**config.mk**
```make
export PLATFORM = sky130hd
export DESIGN_NAME = brars_ram
export DESIGN_NICKNAME = d
export VERILOG_FILES = /design/src/rtl/brars_ram.sv
export SDC_FILE = /design/constraint.sdc
export NUM_CORES = 2
export LEC_CHECK = 0
export BUFFER_PORTS_ARGS = -buffer_cell sky130_fd_sc_hd__buf_4
export CAP_MARGIN = 5
export CORE_ASPECT_RATIO = 1.25
export CORE_UTILIZATION = 55
export CTS_CLUSTER_SIZE = 16
export DETAILED_ROUTE_END_ITERATION = 7
export GPL_ROUTABILITY_DRIVEN = 0
export GPL_TIMING_DRIVEN = 0
export MAX_ROUTING_LAYER = met4
export PLACE_DENSITY = 0.74
export SLEW_MARGIN = 40
export SYNTH_ARGS = -nofsm -noshare
export SYNTH_HDL_FRONTEND = slang
export SYNTH_SLANG_ARGS = --single-unit
```
**constraint.sdc**
```tcl
create_clock -name clk_i -period 5.4 [get_ports clk_i]
set_input_delay 0.54 -clock clk_i [delete_from_list [all_inputs] [get_ports clk_i]]
set_output_delay 0.54 -clock clk_i [all_outputs]
set_load 0.05 [all_outputs]
```
**src/rtl/brars_ram.sv**
```systemverilog
// Simple dual-port synchronous RAM: one write port, one read port and registered
// read data. No dependencies.
module brars_ram #(
  parameter int DEPTH = 32,
  parameter int WIDTH = 64
) (
  input  logic                     clk_i,
  input  logic                     we_i,
  input  logic [$clog2(DEPTH)-1:0] waddr_i,
  input  logic [WIDTH-1:0]         wdata_i,
  input  logic                     re_i,
  input  logic [$clog2(DEPTH)-1:0] raddr_i,
  output logic [WIDTH-1:0]         rdata_o
);

  logic [WIDTH-1:0] mem [DEPTH];
  logic [WIDTH-1:0] rdata_q;

  always_ff @(posedge clk_i) begin
    if (we_i) begin
      mem[waddr_i] <= wdata_i;
    end
  end

  always_ff @(posedge clk_i) begin
    if (re_i) begin
      rdata_q <= mem[raddr_i];
    end
  end

  assign rdata_o = rdata_q;

endmodule

```
## Word-level counts from Yosys, hierarchy flattened

Memory sizes are Yosys's and may differ from the RTL's. A register that Yosys moved wholly into a read port is not among the register bits.
Index checks and enable logic that the tools add are counted.

| storage, ports and cells | value |
|---|---|
| bits of input ports | 77 |
| memories | 1 |
| register bits after elaboration | 0 |
| memory bits (writable) | 2048 |
| logic and storage cells | 3 |
| output and inout port bits | 64 |

Memory list:

| name | words | width | rd ports | clocked after Yosys merged registers in | write ports | RTL line | text |
|---|---|---|---|---|---|---|---|
| mem | 32 | 64 | 1 | 1 | 1 | 16 | `logic [WIDTH-1:0] mem [DEPTH];` |

| operators by class | value |
|---|---|
| muxes and demuxes | 2 |

Operator list:

| cell | number |
|---|---|
| 2-to-1 mux 1 bit | 2 |

## Longest topological paths before layout

| logic depth | value |
|---|---|
| word-level depth | 2 |
| mapped depth | 9 |
| gate-level depth less buffers | 4 |

## Least setup slack after synthesis

No wires, ideal clock.

| timing | value |
|---|---|
| path type | input -> register |
| from | input port waddr_i[1] |
| to | memory mem[12][0] (enable) |
| arrival time | 3.876 ns |
| library setup time | 0.486 ns |
| stages | 3 |
| setup slack | 1.038 ns |
| required time | 4.914 ns |
| cells stage by stage | or3b_2 clkbuf_1 nor2_1 |

RTL lines:

| element | RTL line | text |
|---|---|---|
| from (decl) | 9 | `input logic [$clog2(DEPTH)-1:0] waddr_i,` |
| to (decl) | 16 |  |

No word-level cell before the write port.

==> results.py <==
metrics = {
    "outcome": {
        "violations": "design-rule violations",
        "outcome": "complete, but fails checks",
    },
    "grt": {
        "grt_overflow_total": 0,
        "grt_max_degree": 65,
        "grt_use_total": 0.313,
        "grt_pass1_wl_mm": 302,
        "antenna_found_initial": 16,
        "grt_pass1_vias": 39900,
    },
    "setup_path": {
        "r2r_cells": 3,
        "r2r_setup_slack_ns": 3.31,
        "worstPathCellList": "clkbuf_1 -> buf_2 -> buf_2 -> buf_2 -> mux4_2 -> mux2_2",
        "critPathMaxFanout": 10,
        "cpMostUsedCell": "buf_2",
        "critPathRequiredTime_ns": 5.96,
        "worstSetupPathType": "input pin to flip-flop",
        "cpMaxStageDelayCell": "mux4_2",
        "startpoint_type": "input pin",
        "cp-end-kind": "flip-flop",
        "arrival_ns": 3.43,
        "slowest_delay_ns": 0.63,
    },
    "timing": {
        "period_needed_ns": 2.87,
        "rsz0062_at_grt": "no",
        "drv_slew": 0,
        "clock_skew_ns": 0.0310,
        "worst_pin_slew_ns": 0.898,
        "max_slew_margin": 0.402,
        "hold_viol_final": 0,
        "finalCritPeriodShare": 0.531,
        "setup_viol": 0,
        "fmaxAchievable_mhz": 349,
        "fin_ws_ns": 2.53,
        "fin_setup_tns_ns": 0,
    },
    "placement": {
        "dp_hpwl_mm": 137,
        "place_inst": 5312,
        "place_ws_ns": 1.71,
        "portBuffers": 136,
        "placed_area_um2": 87600,
    },
    "routing": {
        "dr_total_vias": 38900,
        "routed_via_density": 6.86,
        "drcViolationCount": 52,
        "drt_first_pass_iters": 8,
        "wl_per_cell_um": 38.5,
        "drt-initial-drc-count": 5794,
        "finalWirelength_mm": 218,
        "ant_nets": 0,
    },
    "cts": {
        "holdBufCountCts": 0,
        "clk_pin_slew_ns": 0.06,
        "clkLatencyLatePin_ns": 0.84,
        "cts_max_level": 4,
        "cts_root_buf": "clkbuf_16",
        "cts_tree": "yes",
        "cts_max_path_buffers": 3,
        "cts_resized": 0,
        "cts.sinks": 2112,
        "numCtsBuffers": 191,
        "postCtsSetupBuffers": 0,
    },
    "pwr": {
        "ir_drop_uv": 368,
        "powerDensity_nw_per_um2": 362,
        "p_leak_nw": 29.7,
    },
    "min_path": {
        "hold-path-cell-count": 1,
        "hold_class": "input pin to flip-flop",
    },
    "final_layout": {
        "fillers": 8609,
        "post_route_cells_drive_above_1_share": 0.385,
        "nNetsFinal": 3700,
        "final_common_cell": "edfxtp_1",
        "final_cell_mix": "edfxtp_1, mux4_2, clkbuf_16",
        "fin_area_um2": 93800,
        "fin_cells": 5671,
        "area_growth_pct": 17.8,
    },
    "synthesis": {
        "syn_inst": 3097,
        "ys_types": 30,
        "syn_area_per_cell_um2": 25.7,
        "syn_area_um2": 79600,
        "ys_seq_area_frac": 0.797,
        "syn_nets": 3174,
        "synth-seq-cells": 2112,
        "ys_warn_count": 0,
    },
    "floorplan": {
        "coreArea_um2": 143000,
        "fp.dieW_um": 342,
        "num_rows": 155,
        "initial_core_util": 0.556,
        "die-area_um2": 146000,
        "io_pins": 141,
        "die_h_um": 427,
    },
    "flow_run": {
        "drv_cap": 0,
    },
}
==> metal layers <==
layer,up-vias,share of wire,track usage
met5,-,0,-
met4,0,0.053,0.149
met3,633,0.11,0.0589
met2,3100,0.50,0.502
met1,20600,0.33,0.390
li1,14600,-,-
==> synthesized netlist by cell type <==
cell type,instances,share of area
o2bb2ai_1,3,0.00033
and2_1,3,0.00024
nand3b_1,5,0.00047
mux4_2,602,0.17
buf_1,19,0.00090
a211oi_1,3,0.00028
nand2_1,3,0.00014
mux2i_1,38,0.0048
buf_2,65,0.0041
buf_6,3,0.00042
nand3_1,2,0.00013
nor2b_1,4,0.00031
o221ai_1,3,0.00033
mux2_2,74,0.010
and2_0,1,0.000079
a221oi_1,12,0.0013
or3b_2,2,0.00022
or3_1,1,0.000079
a22oi_1,3,0.00028
nand2b_1,2,0.00016
buf_4,14,0.0013
a22o_1,1,0.00011
nor2_1,41,0.0019
o31a_1,3,0.00033
edfxtp_1,2112,0.80
o211ai_1,3,0.00028
o21ai_0,9,0.00057
inv_2,1,0.000047
clkbuf_1,55,0.0026
o22ai_1,10,0.00079
==> final cells by class <==
type | instances | area [um^2] | area share
Clock inverter | 115 | 1130 | 0.0120
Sequential cell | 2112 | 63400 | 0.676
Multi-Input combinational cell | 828 | 15700 | 0.167
Tap cell | 1884 | 2360 | 0.0251
Clock buffer | 227 | 5020 | 0.0535
Inverter | 1 | 3.75 | 0.0000400
Buffer | 156 | 807 | 0.00860
Timing Repair Buffer | 333 | 5340 | 0.0570
Antenna cell | 15 | 37.5 | 0.000400
==> final timing paths <==
path | to | start
setup reg to reg | rdata_o[7]$_DFFE_PP_ | mem[27][7]$_DFFE_PP_
setup / recovery | rdata_o[15]$_DFFE_PP_ | raddr_i[2]
hold / removal | mem[22][56]$_DFFE_PP_ | wdata_i[56]
hold reg to reg | rdata_o[34]$_DFFE_PP_ | mem[5][34]$_DFFE_PP_
==> critical path, delay by kind of cell <==
family,cells,cell delay (ns)
mux,2,0.99
buf+inv,4,1.85
==> per-stage QoR <==
step	utilization	total power [mW]	hold slack (ns)
2_1_floorplan	-	19.8	0.639
4_1_cts	0.655	34.0	0.0501
5_1_grt	0.655	34.6	0.0905
3_3_place_gp	0.580	20.5	0.825
3_5_place_dp	0.612	20.7	0.837
6_report	0.655	33.9	0.107
==> cell families after synthesis <==
kind of cell,count (synthesis),synth area share
multiplexers,714,0.186
buffers and inverters,157,0.00937
flip-flops,2112,0.797
AND/OR/NAND/NOR,64,0.00376
AO/OA/AOI/OAI,50,0.00462
==> where the power goes <==
part | internal [mW] | switching [mW]
Combinational | 0.784 | 1.21
Sequential | 18.3 | 0.0719
Clock | 7.62 | 5.95
==> flip-flops by register name, summed over array words and instances (netlist names) <==
signal and count:
mem 2048, rdata_o 64
No activity file was read; power rests on OpenSTA's default activity.
